--- src/rtl/core/bam_pkg.sv ---
// Package for the allocation bitmap block: request/response payload types,
// request kind codes and default sizes. No dependencies.
`timescale 1ns / 1ps
`default_nettype none

package bam_pkg;

    // Default sizes; the word width is expected to be a power of two.
    localparam int MAP_BITS_MAX_DEF = 4096;
    localparam int WORD_BITS_DEF    = 32;

    // Fixed field widths of the interface
    localparam int CFG_W = 13;
    localparam int IDX_W = 12;

    // Reset value of the map size register
    localparam logic [CFG_W-1:0] MAP_BITS_RST = 13'd4096;

    // Request kinds
    typedef enum logic [1:0] {
        KIND_TEST  = 2'd0,
        KIND_SET   = 2'd1,
        KIND_CLEAR = 2'd2,
        KIND_FIND  = 2'd3
    } t_kind;

    // Request transaction payload
    typedef struct packed {
        t_kind              kind;
        logic [IDX_W-1:0]   bit_index;
    } t_req;

    // Response transaction payload
    typedef struct packed {
        logic               old_bit;
        logic [CFG_W-1:0]   found_index;
    } t_rsp;

endpackage

`default_nettype wire

--- src/rtl/core/bitmap_alloc_map_top.sv ---
// Allocation bitmap with test/set/clear/find-next-zero requests.
// Depends on bam_pkg, bam_ram and bam_zero_unit.
//
// After reset the block clears every one of the DEPTH words of the map
// (MAP_BITS_MAX / WORD_BITS rounded up, 128 by default) with busy high;
// configuration writes are taken during it. A test, set or clear reads
// the word, then writes it back and posts the result. A find scans one
// bitmap word per cycle through the lowest-zero unit fed by the RAM's
// registered read port; a find that starts at or past the map size, and
// a test/set/clear past the storage, answer straight from idle without
// a RAM access. Each result is shown for exactly one cycle with
// o_res_strobe; the receiver cannot stall it, and a new request may be
// accepted in that same cycle.
`timescale 1ns / 1ps
`default_nettype none

module bitmap_alloc_map_top
    import bam_pkg::*;
#(
    parameter int MAP_BITS_MAX = MAP_BITS_MAX_DEF,
    parameter int WORD_BITS    = WORD_BITS_DEF
) (
    input  wire logic             i_clk,
    input  wire logic             i_rst_n,
    input  wire logic             start,
    output logic                  busy,
    input  wire t_req             i_req,
    output logic                  o_res_strobe,
    output t_rsp                  o_rsp,
    input  wire logic             i_cfg_wr_en,
    input  wire logic [CFG_W-1:0] i_cfg_wr_data
);

    localparam int DEPTH = (MAP_BITS_MAX + WORD_BITS - 1) / WORD_BITS;
    localparam int AW    = (DEPTH > 1) ? $clog2(DEPTH) : 1;
    localparam int WB    = $clog2(WORD_BITS);
    localparam int SZW   = ($clog2(MAP_BITS_MAX + 1) > CFG_W) ?
                           $clog2(MAP_BITS_MAX + 1) : CFG_W;

    typedef enum logic [2:0] {
        S_CLEAR,
        S_IDLE,
        S_RMW_RD,
        S_RMW_WR,
        S_SCAN
    } t_state;

    t_state               r_state;
    logic [AW-1:0]        r_clr_addr;
    logic [CFG_W-1:0]     r_map_bits;
    t_kind                r_kind;
    logic [AW-1:0]        r_word;
    logic [WB-1:0]        r_bit;
    logic [AW-1:0]        r_scan_w;
    logic [AW-1:0]        r_eval_w;
    logic [AW-1:0]        r_first_w;
    logic [AW-1:0]        r_last_w;
    logic                 r_eval_vld;
    logic                 r_res_vld;
    logic                 r_res_old;
    logic [SZW-1:0]       r_res_found;

    logic [SZW-1:0]       size_w;
    logic [SZW-1:0]       size_m1;
    logic [SZW-1:0]       idx_ext;
    logic [AW-1:0]        in_word;
    logic [AW-1:0]        last_w;
    logic [SZW-1:0]       eval_n;
    logic [SZW-1:0]       eval_res;
    logic                 clr_done;

    logic                 ram_we;
    logic [AW-1:0]        ram_waddr;
    logic [WORD_BITS-1:0] ram_wdata;
    logic [AW-1:0]        ram_raddr;
    logic [WORD_BITS-1:0] ram_rdata;
    logic [WORD_BITS-1:0] mod_word;

    logic                 zu_hit;
    logic [WB-1:0]        zu_pos;

    // Map size register
    always_ff @(posedge i_clk) begin
        if (!i_rst_n) begin
            r_map_bits <= MAP_BITS_RST;
        end else if (i_cfg_wr_en) begin
            r_map_bits <= i_cfg_wr_data;
        end
    end

    // Size in use, clamped to the storage
    assign size_w  = (SZW'(r_map_bits) > SZW'(MAP_BITS_MAX)) ?
                     SZW'(MAP_BITS_MAX) : SZW'(r_map_bits);
    assign size_m1 = size_w - SZW'(1);
    assign idx_ext = SZW'(i_req.bit_index);
    assign in_word = AW'(idx_ext >> WB);
    assign last_w  = AW'(size_m1 >> WB);
    assign clr_done = (r_clr_addr == AW'(DEPTH - 1));

    // Scan candidate index, clamped to the size
    assign eval_n   = (SZW'(r_eval_w) << WB) | SZW'(zu_pos);
    assign eval_res = (eval_n < size_w) ? eval_n : size_w;

    // Read-modify-write data
    always_comb begin
        mod_word = ram_rdata;
        case (r_kind)
            KIND_SET:   mod_word[r_bit] = 1'b1;
            KIND_CLEAR: mod_word[r_bit] = 1'b0;
            default:    mod_word = ram_rdata;
        endcase
    end

    // RAM port steering
    assign ram_we    = (r_state == S_CLEAR) || (r_state == S_RMW_WR);
    assign ram_waddr = (r_state == S_CLEAR) ? r_clr_addr : r_word;
    assign ram_wdata = (r_state == S_CLEAR) ? '0 : mod_word;
    assign ram_raddr = (r_state == S_SCAN) ? r_scan_w : r_word;

    bam_ram #(
        .DEPTH     (DEPTH),
        .WORD_BITS (WORD_BITS),
        .AW        (AW)
    ) u_ram (
        .i_clk   (i_clk),
        .i_we    (ram_we),
        .i_waddr (ram_waddr),
        .i_wdata (ram_wdata),
        .i_raddr (ram_raddr),
        .o_rdata (ram_rdata)
    );

    bam_zero_unit #(
        .WORD_BITS (WORD_BITS),
        .WB        (WB)
    ) u_zero (
        .i_word  (ram_rdata),
        .i_first (r_eval_w == r_first_w),
        .i_off   (r_first_w == r_eval_w ? r_bit : '0),
        .o_hit   (zu_hit),
        .o_pos   (zu_pos)
    );

    // Sequencer and registered result
    always_ff @(posedge i_clk) begin
        if (!i_rst_n) begin
            r_state    <= S_CLEAR;
            r_clr_addr <= '0;
            r_eval_vld <= 1'b0;
            r_res_vld  <= 1'b0;
        end else begin
            r_res_vld <= 1'b0;
            case (r_state)
                S_CLEAR: begin
                    r_clr_addr <= r_clr_addr + AW'(1);
                    if (clr_done) begin
                        r_state <= S_IDLE;
                    end
                end
                S_IDLE: begin
                    if (start) begin
                        r_kind <= i_req.kind;
                        r_word <= in_word;
                        r_bit  <= i_req.bit_index[WB-1:0];
                        if (i_req.kind == KIND_FIND) begin
                            if (idx_ext >= size_w) begin
                                r_res_vld   <= 1'b1;
                                r_res_old   <= 1'b0;
                                r_res_found <= size_w;
                            end else begin
                                r_scan_w   <= in_word;
                                r_first_w  <= in_word;
                                r_last_w   <= last_w;
                                r_eval_vld <= 1'b0;
                                r_state    <= S_SCAN;
                            end
                        end else if (idx_ext >= SZW'(MAP_BITS_MAX)) begin
                            // bit beyond storage: no change, old bit reads 0
                            r_res_vld   <= 1'b1;
                            r_res_old   <= 1'b0;
                            r_res_found <= '0;
                        end else begin
                            r_state <= S_RMW_RD;
                        end
                    end
                end
                S_RMW_RD: begin
                    r_state <= S_RMW_WR;
                end
                S_RMW_WR: begin
                    r_res_vld   <= 1'b1;
                    r_res_old   <= ram_rdata[r_bit];
                    r_res_found <= '0;
                    r_state     <= S_IDLE;
                end
                S_SCAN: begin
                    // issue one word read per cycle, evaluate the previous one
                    r_eval_w   <= r_scan_w;
                    r_eval_vld <= 1'b1;
                    if (r_scan_w != r_last_w) begin
                        r_scan_w <= r_scan_w + AW'(1);
                    end
                    if (r_eval_vld) begin
                        if (zu_hit) begin
                            r_res_vld   <= 1'b1;
                            r_res_old   <= 1'b0;
                            r_res_found <= eval_res;
                            r_state     <= S_IDLE;
                        end else if (r_eval_w == r_last_w) begin
                            r_res_vld   <= 1'b1;
                            r_res_old   <= 1'b0;
                            r_res_found <= size_w;
                            r_state     <= S_IDLE;
                        end
                    end
                end
                default: begin
                    r_state <= S_IDLE;
                end
            endcase
        end
    end

    // Outputs
    assign busy              = (r_state != S_IDLE);
    assign o_res_strobe      = r_res_vld;
    assign o_rsp.old_bit     = r_res_old;
    assign o_rsp.found_index = CFG_W'(r_res_found);

    // An accepted transaction either posts a result at once or keeps busy up
    a_accept_progress: assert property (@(posedge i_clk) disable iff (!i_rst_n)
        (start && !busy) |=> (busy || o_res_strobe))
        else $error("accepted transaction neither busy nor answered");

    // Every result follows an accept or a busy cycle
    a_result_cause: assert property (@(posedge i_clk) disable iff (!i_rst_n)
        o_res_strobe |-> ($past(busy) || $past(start)))
        else $error("result without a transaction");

    // A find result never lies past the size in use
    a_found_in_size: assert property (@(posedge i_clk) disable iff (!i_rst_n)
        o_res_strobe |-> (r_res_found <= size_w))
        else $error("found index past map size");

    // The scan never evaluates a word past the last word of the map
    a_scan_bound: assert property (@(posedge i_clk) disable iff (!i_rst_n)
        (r_state == S_SCAN && r_eval_vld) |-> (r_eval_w <= r_last_w))
        else $error("scan ran past last word");

endmodule

`default_nettype wire

--- src/rtl/core/bam_ram.sv ---
// Bitmap word storage: one write port, one read port with registered data.
// Depends on nothing; sizes come in as parameters.
`timescale 1ns / 1ps
`default_nettype none

module bam_ram #(
    parameter int DEPTH     = 128,
    parameter int WORD_BITS = 32,
    parameter int AW        = 7
) (
    input  wire logic                 i_clk,
    input  wire logic                 i_we,
    input  wire logic [AW-1:0]        i_waddr,
    input  wire logic [WORD_BITS-1:0] i_wdata,
    input  wire logic [AW-1:0]        i_raddr,
    output logic      [WORD_BITS-1:0] o_rdata
);

    logic [WORD_BITS-1:0] r_mem [DEPTH];
    logic [WORD_BITS-1:0] r_rdata;

    // Write port
    always_ff @(posedge i_clk) begin
        if (i_we) begin
            r_mem[i_waddr] <= i_wdata;
        end
    end

    // Registered read port
    always_ff @(posedge i_clk) begin
        r_rdata <= r_mem[i_raddr];
    end

    assign o_rdata = r_rdata;

endmodule

`default_nettype wire

--- src/rtl/core/bam_zero_unit.sv ---
// Lowest-zero search over one bitmap word, with the bits below the start
// offset masked on the first word of a scan. No dependencies.
`timescale 1ns / 1ps
`default_nettype none

module bam_zero_unit #(
    parameter int WORD_BITS = 32,
    parameter int WB        = 5
) (
    input  wire logic [WORD_BITS-1:0] i_word,
    input  wire logic                 i_first,
    input  wire logic [WB-1:0]        i_off,
    output logic                      o_hit,
    output logic      [WB-1:0]        o_pos
);

    logic [WORD_BITS-1:0] low_mask;
    logic [WORD_BITS-1:0] zeros;
    logic [WORD_BITS-1:0] lowest;

    // Free bits, only at or above the start offset on the first word
    assign low_mask = (WORD_BITS'(1) << i_off) - WORD_BITS'(1);
    assign zeros    = ~i_word & ~(i_first ? low_mask : '0);

    // Isolate the lowest free bit, then encode its position
    assign lowest = zeros & (~zeros + WORD_BITS'(1));
    assign o_hit  = |zeros;

    always_comb begin
        o_pos = '0;
        for (int i = 0; i < WORD_BITS; i++) begin
            if (lowest[i]) begin
                o_pos = o_pos | WB'(i);
            end
        end
    end

endmodule

`default_nettype wire
--- config.mk ---
export PLATFORM = sky130hd
export DESIGN_NAME = bitmap_alloc_map_top
export DESIGN_NICKNAME = d
export VERILOG_FILES = /design/src/rtl/core/bam_pkg.sv /design/src/rtl/core/bitmap_alloc_map_top.sv /design/src/rtl/core/bam_ram.sv /design/src/rtl/core/bam_zero_unit.sv
export SDC_FILE = /design/constraint.sdc
export NUM_CORES = 2
export LEC_CHECK = 0
export BUFFER_PORTS_ARGS = -buffer_cell sky130_fd_sc_hd__buf_2
export CELL_PAD_IN_SITES_DETAIL_PLACEMENT = 1
export CELL_PAD_IN_SITES_GLOBAL_PLACEMENT = 2
export CORE_MARGIN = 2
export CORE_UTILIZATION = 45
export DETAILED_ROUTE_END_ITERATION = 10
export PLACE_DENSITY = 0.76
export SYNTH_ARGS = -nofsm -noshare
export SYNTH_HDL_FRONTEND = slang
export SYNTH_SLANG_ARGS = --single-unit
--- constraint.sdc ---
create_clock -name i_clk -period 22.6 [get_ports i_clk]
set_input_delay 3.39 -clock i_clk [delete_from_list [all_inputs] [get_ports i_clk]]
set_output_delay 3.39 -clock i_clk [all_outputs]
set_load 0.005 [all_outputs]
Word level (Yosys, flattened, before mapping)
Memory sizes are Yosys's and may differ from the RTL's. A register that Yosys moved wholly into a read port is not among the register bits.
Cells that the tools add are included.
- $add $sub $neg: 5
- multiply operators: 0
- div/mod/pow operators: 0
- magnitude comparators: 6
- equality and inequality tests: 33
- shifts and indexed selects: 1
- muxes and demuxes: 240
- bitwise operators: 9
- reductions and logical operators: 11
- operator list (cell ; number):
    $mux W13 ; 34
    $mux W7 ; 43
    $not A32 Y32 ; 4
    $mux W3 ; 37
    $mux W5 ; 22
    $and A32 B32 Y32 ; 3
    $mux W1 ; 78
    $mux W32 ; 2
    $pmux W32 S2 ; 1
    $pmux W13 S3 ; 1
    $add A32 B1 Y32 const B ; 1
    $mux W4 ; 8
    $or A32 B32 Y32 ; 1
    $reduce_or A32 Y1 ; 1
    $shl A1 B5 Y32 const A ; 1
    $sub A32 B2 Y32 const B ; 1
    $eq A7 B7 Y1 ; 3
    $ne A4 B4 Y1 const B ; 4
    $ne A3 B3 Y1 const B ; 5
    $add A7 B1 Y7 const B ; 2
    $mux W2 ; 7
    $pmux W7 S2 ; 1
    $ge A12 B13 Y1 ; 1
    $ge A12 B13 Y1 const B ; 1
    other kinds (33) ; 43
- register bits: 81
- latch bits: 0
- bits in writable memories: 4096
- memory bits (read-only): 0
- output and inout bits: 16
- memories: 1
- memories (name ; words ; bits a word ; rd ports ; clocked after Yosys merged registers in ; write ports ; RTL line ; text):
    u_ram.r_mem ; 128 ; 32 ; 1 ; 1 ; 1 ; bam_ram.sv:19 ; logic [WORD_BITS-1:0] r_mem [DEPTH];

Longest topological paths before layout
- word-level depth: 53
- gate-level depth with buffers: 26

Cells and area by module
From an unflattened synthesis, not the netlist that was laid out.
- cells, all modules: 6822
- area total of the unflattened synthesis: 163395.5 um^2
- modules (own cells, without submodules) (module ; instances ; cells an instance ; area each (um^2)):
    bam_ram ; 1 ; 5990 ; 156276.1
    bitmap_alloc_map_top ; 1 ; 568 ; 5393.9
    bam_zero_unit ; 1 ; 264 ; 1725.4

Worst setup path after synthesis
OpenSTA, ideal clock, no wires.
- path type: register to register
- from: reg r_bit[4]
- to: mem u_ram.r_mem[0][10] (data pin)
- library setup time: 1.229 ns
- arrival: 6.888 ns
- data required time: 21.371 ns
- setup slack: 14.483 ns
- cell stages (with the launch flop): 8
- buffers on the path: 4
- clock period less this slack: 8.117 ns
- cells stage by stage: edfxtp_1 -> clkbuf_1 -> buf_2 -> clkbuf_1 -> clkbuf_1 -> nor3b_1 -> a21oi_1 -> a211oi_1
- word-level cells in the longest chain between the ends: 8
- ends and longest elaborated chain (element ; RTL line ; text):
    start: declaration ; bitmap_alloc_map_top.sv:53 ; logic [WB-1:0] r_bit;
    start signal: assignment ; bitmap_alloc_map_top.sv:164 ; r_bit <= i_req.bit_index[WB-1:0];
    $lt A5 B6 Y1 (implied by the code) / $ge A5 B1 Y1 (equally long branches) ; bitmap_alloc_map_top.sv:108, bitmap_alloc_map_top.sv:109 ;
    $logic_and A1 B1 Y1 (implied by the code) ; bitmap_alloc_map_top.sv:108, bitmap_alloc_map_top.sv:109 ;
    $mux W1 (implied by the code) ; bitmap_alloc_map_top.sv:108, bitmap_alloc_map_top.sv:109 ;
    $demux W1 S5 (*) ; bitmap_alloc_map_top.sv:108, bitmap_alloc_map_top.sv:109 ;
    $not A32 Y32 (no source line) ; n/a ;
    $and A32 B32 Y32 (no source line) ; n/a ;
    $pmux W32 S2 (*) ; bitmap_alloc_map_top.sv:107 ; case (r_kind)
    $mux W32 (*) ; bitmap_alloc_map_top.sv:117 ; assign ram_wdata = (r_state == S_CLEAR) ? '0 : mod_word;
    named net ram_wdata[10] ; bitmap_alloc_map_top.sv:74 ; logic [WORD_BITS-1:0] ram_wdata;
    end: declaration ; bam_ram.sv:19 ;
The timed path passes the listed nets; every way through them passes the cells marked *.

Final worst setup path
- from: reg r_state[1]
- to: reg u_ram.r_rdata[27] (netlist: u_ram.o_rdata[27]), read port of u_ram.r_mem
- word-level cells in the longest chain between the ends: 2
- ends and longest elaborated chain (element ; RTL line ; text):
    start: declaration ; bitmap_alloc_map_top.sv:48 ; t_state r_state;
    start signal: assignment ; bitmap_alloc_map_top.sv:147 ; r_state <= S_CLEAR;
    start signal: assignment ; bitmap_alloc_map_top.sv:157 ; r_state <= S_IDLE;
    start signal: assignment ; bitmap_alloc_map_top.sv:175 ; r_state <= S_SCAN;
    $eq A3 B3 Y1 ; bitmap_alloc_map_top.sv:118 ; assign ram_raddr = (r_state == S_SCAN) ? r_scan_w : r_word;
    $mux W7 ; bitmap_alloc_map_top.sv:118 ;
    end: declaration ; bam_ram.sv:20 ; logic [WORD_BITS-1:0] r_rdata;
No other way between the ends.
A chain may end at the register's enable or synchronous reset.

==> impl_metrics.tcl <==
set metrics [dict create \
    power_density_nw_per_um2 88.4 \
    gp_congestion 0.840 \
    num_io_pins 47 \
    ys.flop_type "edfxtp_1" \
    grt_pass1_vias 89600 \
    crit_family "buffers and inverters" \
    drt_wl_total_um 488000 \
    holdBufCountCts 0 \
    track_usage 0.260 \
    cts_tree "yes" \
    drtIter0Drc 12500 \
    die-area_um2 371000 \
    fin_hold_ws_ns 0.515 \
    crit_path_end_kind "register" \
    ys_warn_count 0 \
    ant_nets 0 \
    first_pass_iters 6 \
    status "finished, violations left" \
    cpMaxStageDelayCell "buf_4" \
    rsz0062_at_grt "no" \
    start_kind "register" \
    clock_latency_ns 1.00 \
    yosys_register_bits 4209 \
    skew_ns 0.0580 \
    num_rows 222 \
    violations "capacitance limit" \
    setup_ws_ns 14.91 \
    synth.avg_cell_area_um2 20.5 \
    final_common_cell "edfxtp_1" \
    fin_crit_sh 0.340 \
    critPathKind "register to register" \
    cts_root_buffer "clkbuf_16" \
    drc_errors 0 \
    clkTransAtPathRegs_ns 0.06 \
    die_w_um 609 \
    die-height_um 609 \
    cts.sinks 4209 \
    synthCells 8051 \
    setup_tns_ns 0 \
    nNetsFinal 8404 \
    setup_viol 0 \
    grt_max_degree 129 \
    vias 87000 \
    nFillCells 32200 \
    synth.distinct_cells 77 \
    maxSlewViolCount 0 \
    fin_crit_ns 7.69 \
    crit_chain "or2_1 -> nor2_4 -> mux2i_4 -> buf_4 -> buf_12 -> buf_4 -> buf_4 -> buf_4 -> mux4_2 -> and2_1 -> a211oi_1 -> a31oi_1 -> a211oi_1 -> buf_4 -> a211oi_1 -> a21o_1" \
    grt_overflow_total 0 \
    max_cap_violations 1 \
    fin_area_um2 187000 \
    worstMarginPinSlew_ns 1.48 \
    postCtsSetupBuffers 0 \
    fmax_mhz 130 \
    synth_edf_count 4152 \
    slew_headroom 0.00513 \
    leakage_nw 58.6 \
    antenna_found_initial 32 \
    multi_input_area_um2 38300 \
    viasPerCell 6.43 \
    drt-wirelength-per-cell_um 36.0 \
    area_delta_synth_final_pct 13.5 \
    cts.path.max_buffers 4 \
    dpl_cell_area_um2 173000 \
    async_reset_ff_frac 0 \
    htreeDepth 5 \
    grt_pass1_wl_um 687000 \
    worstPathArrival_ns 8.55 \
    syn_nets 8110 \
    dp_hpwl_um 271000 \
    port_buffers 46 \
    final_cell_mix "edfxtp_1, mux4_2, nand2_1, clkbuf_16, a211oi_1" \
    core_area_um2 365000 \
    crit_top_cell "buf_4" \
    required_ns 23.46 \
    holdCritPathClass "register to register" \
    seq_area_um2 126000 \
    drive_above_1_share 0.254 \
    pre_cts_slack_ns 14.69 \
    slowest_delay_ns 0.76 \
    crit_buf_inv 6 \
    synth_seq_area_share 0.764 \
    ir_drop_v 0.0000778 \
    hold_violations 0 \
    final_util 0.512 \
    mappedNetlistArea_um2 165000 \
    initial_core_util 0.451 \
    post_cts_resized 0 \
    worst-path-max-fanout 93 \
    cts_made_buffers 425 \
]
metal layers:
layer | vias up | GRT usage | wire [µm]
met5 | - | 0 | 63
met4 | 10 | 0.0899 | 18100
met3 | 804 | 0.0557 | 50400
met2 | 4784 | 0.405 | 226000
met1 | 47200 | 0.367 | 193000
li1 | 34100 | - | -
state kept, by name, summed over array words and instances, names as in the netlist:
signal and count:
r_res_old 1, r_res_found 13, r_clr_addr 7, r_scan_w 7, r_word 7, r_last_w 7
r_eval_w 7, u_ram.r_mem 4096, r_kind 2, r_state 3, r_eval_vld 1, r_map_bits 13
u_ram.o_rdata 32, o_res_strobe 1, r_bit 5, r_first_w 7
stage by stage:
stage / cells / power (mW)
6_report: 13500 / 16.5
5_1_grt: 13500 / 16.9
4_1_cts: 13500 / 16.6
3_5_place_dp: 12700 / 9.64
3_3_place_gp: 12700 / 9.61
2_1_floorplan: 8051 / 9.26
layout make-up:
class,instances,area share
inverters,22,0.000442
multi-input cells,3310,0.205
flip-flops and latches,4209,0.673
diodes,14,0.000187
well taps,4816,0.0322
clock inverters,239,0.0134
repair buffers,377,0.0159
clock buffers,542,0.0602
cell families after synthesis:
| family | Yosys count | synth area share |
|---|---|---|
| flops | 4209 | 0.764 |
| simple gates | 1175 | 0.0329 |
| mux | 1068 | 0.143 |
| compound gates | 1002 | 0.0426 |
| buf+inv | 532 | 0.0132 |
| xor+xnor | 37 | 0.00197 |
| fa+ha+maj | 28 | 0.00213 |
cell usage after synthesis (all sizes together), types with 6 or more instances:
library cell,number,area [µm²]
nand2,588,2210
o221ai,7,61.3
mux2i,22,220
o22ai,7,43.8
nand4,11,75.1
dfxtp,57,1140
edfxtp,4152,125000
xor2,19,166
o21ai,64,320
clkbuf,325,1220
mux2,14,158
and2,265,1660
or3,12,75.1
a31oi,136,851
nand2b,14,87.6
nand3b,7,52.6
buf,185,867
ha,28,350
nor3,14,70.1
mux4,1032,23200
nor2b,9,56.3
o31ai,12,90.1
a311oi,131,1150
or2,6,37.5
inv,22,82.6
a21o,41,308
nand3,22,110
a21oi,164,821
xnor2,18,158
nor2,200,758
nor4,6,37.5
a31o,7,61.3
a211oi,388,2920
final timing paths:
path | from | endpoint | slack, ns | cells after the start
setup reg to reg | r_state[1] | u_ram.o_rdata[27] | 14.91 | 16
hold / removal | r_eval_vld | r_eval_vld | 0.52 | 1
setup / recovery | r_state[1] | u_ram.o_rdata[27] | 14.91 | 16
hold reg to reg | r_eval_vld | r_eval_vld | 0.52 | 1
report_power, final:
part	internal, mW	switching, mW
Combinational	0.171	0.572
Sequential	8.71	0.0411
Clock	4.02	3.01
Power figures use the tool's default switching activity.
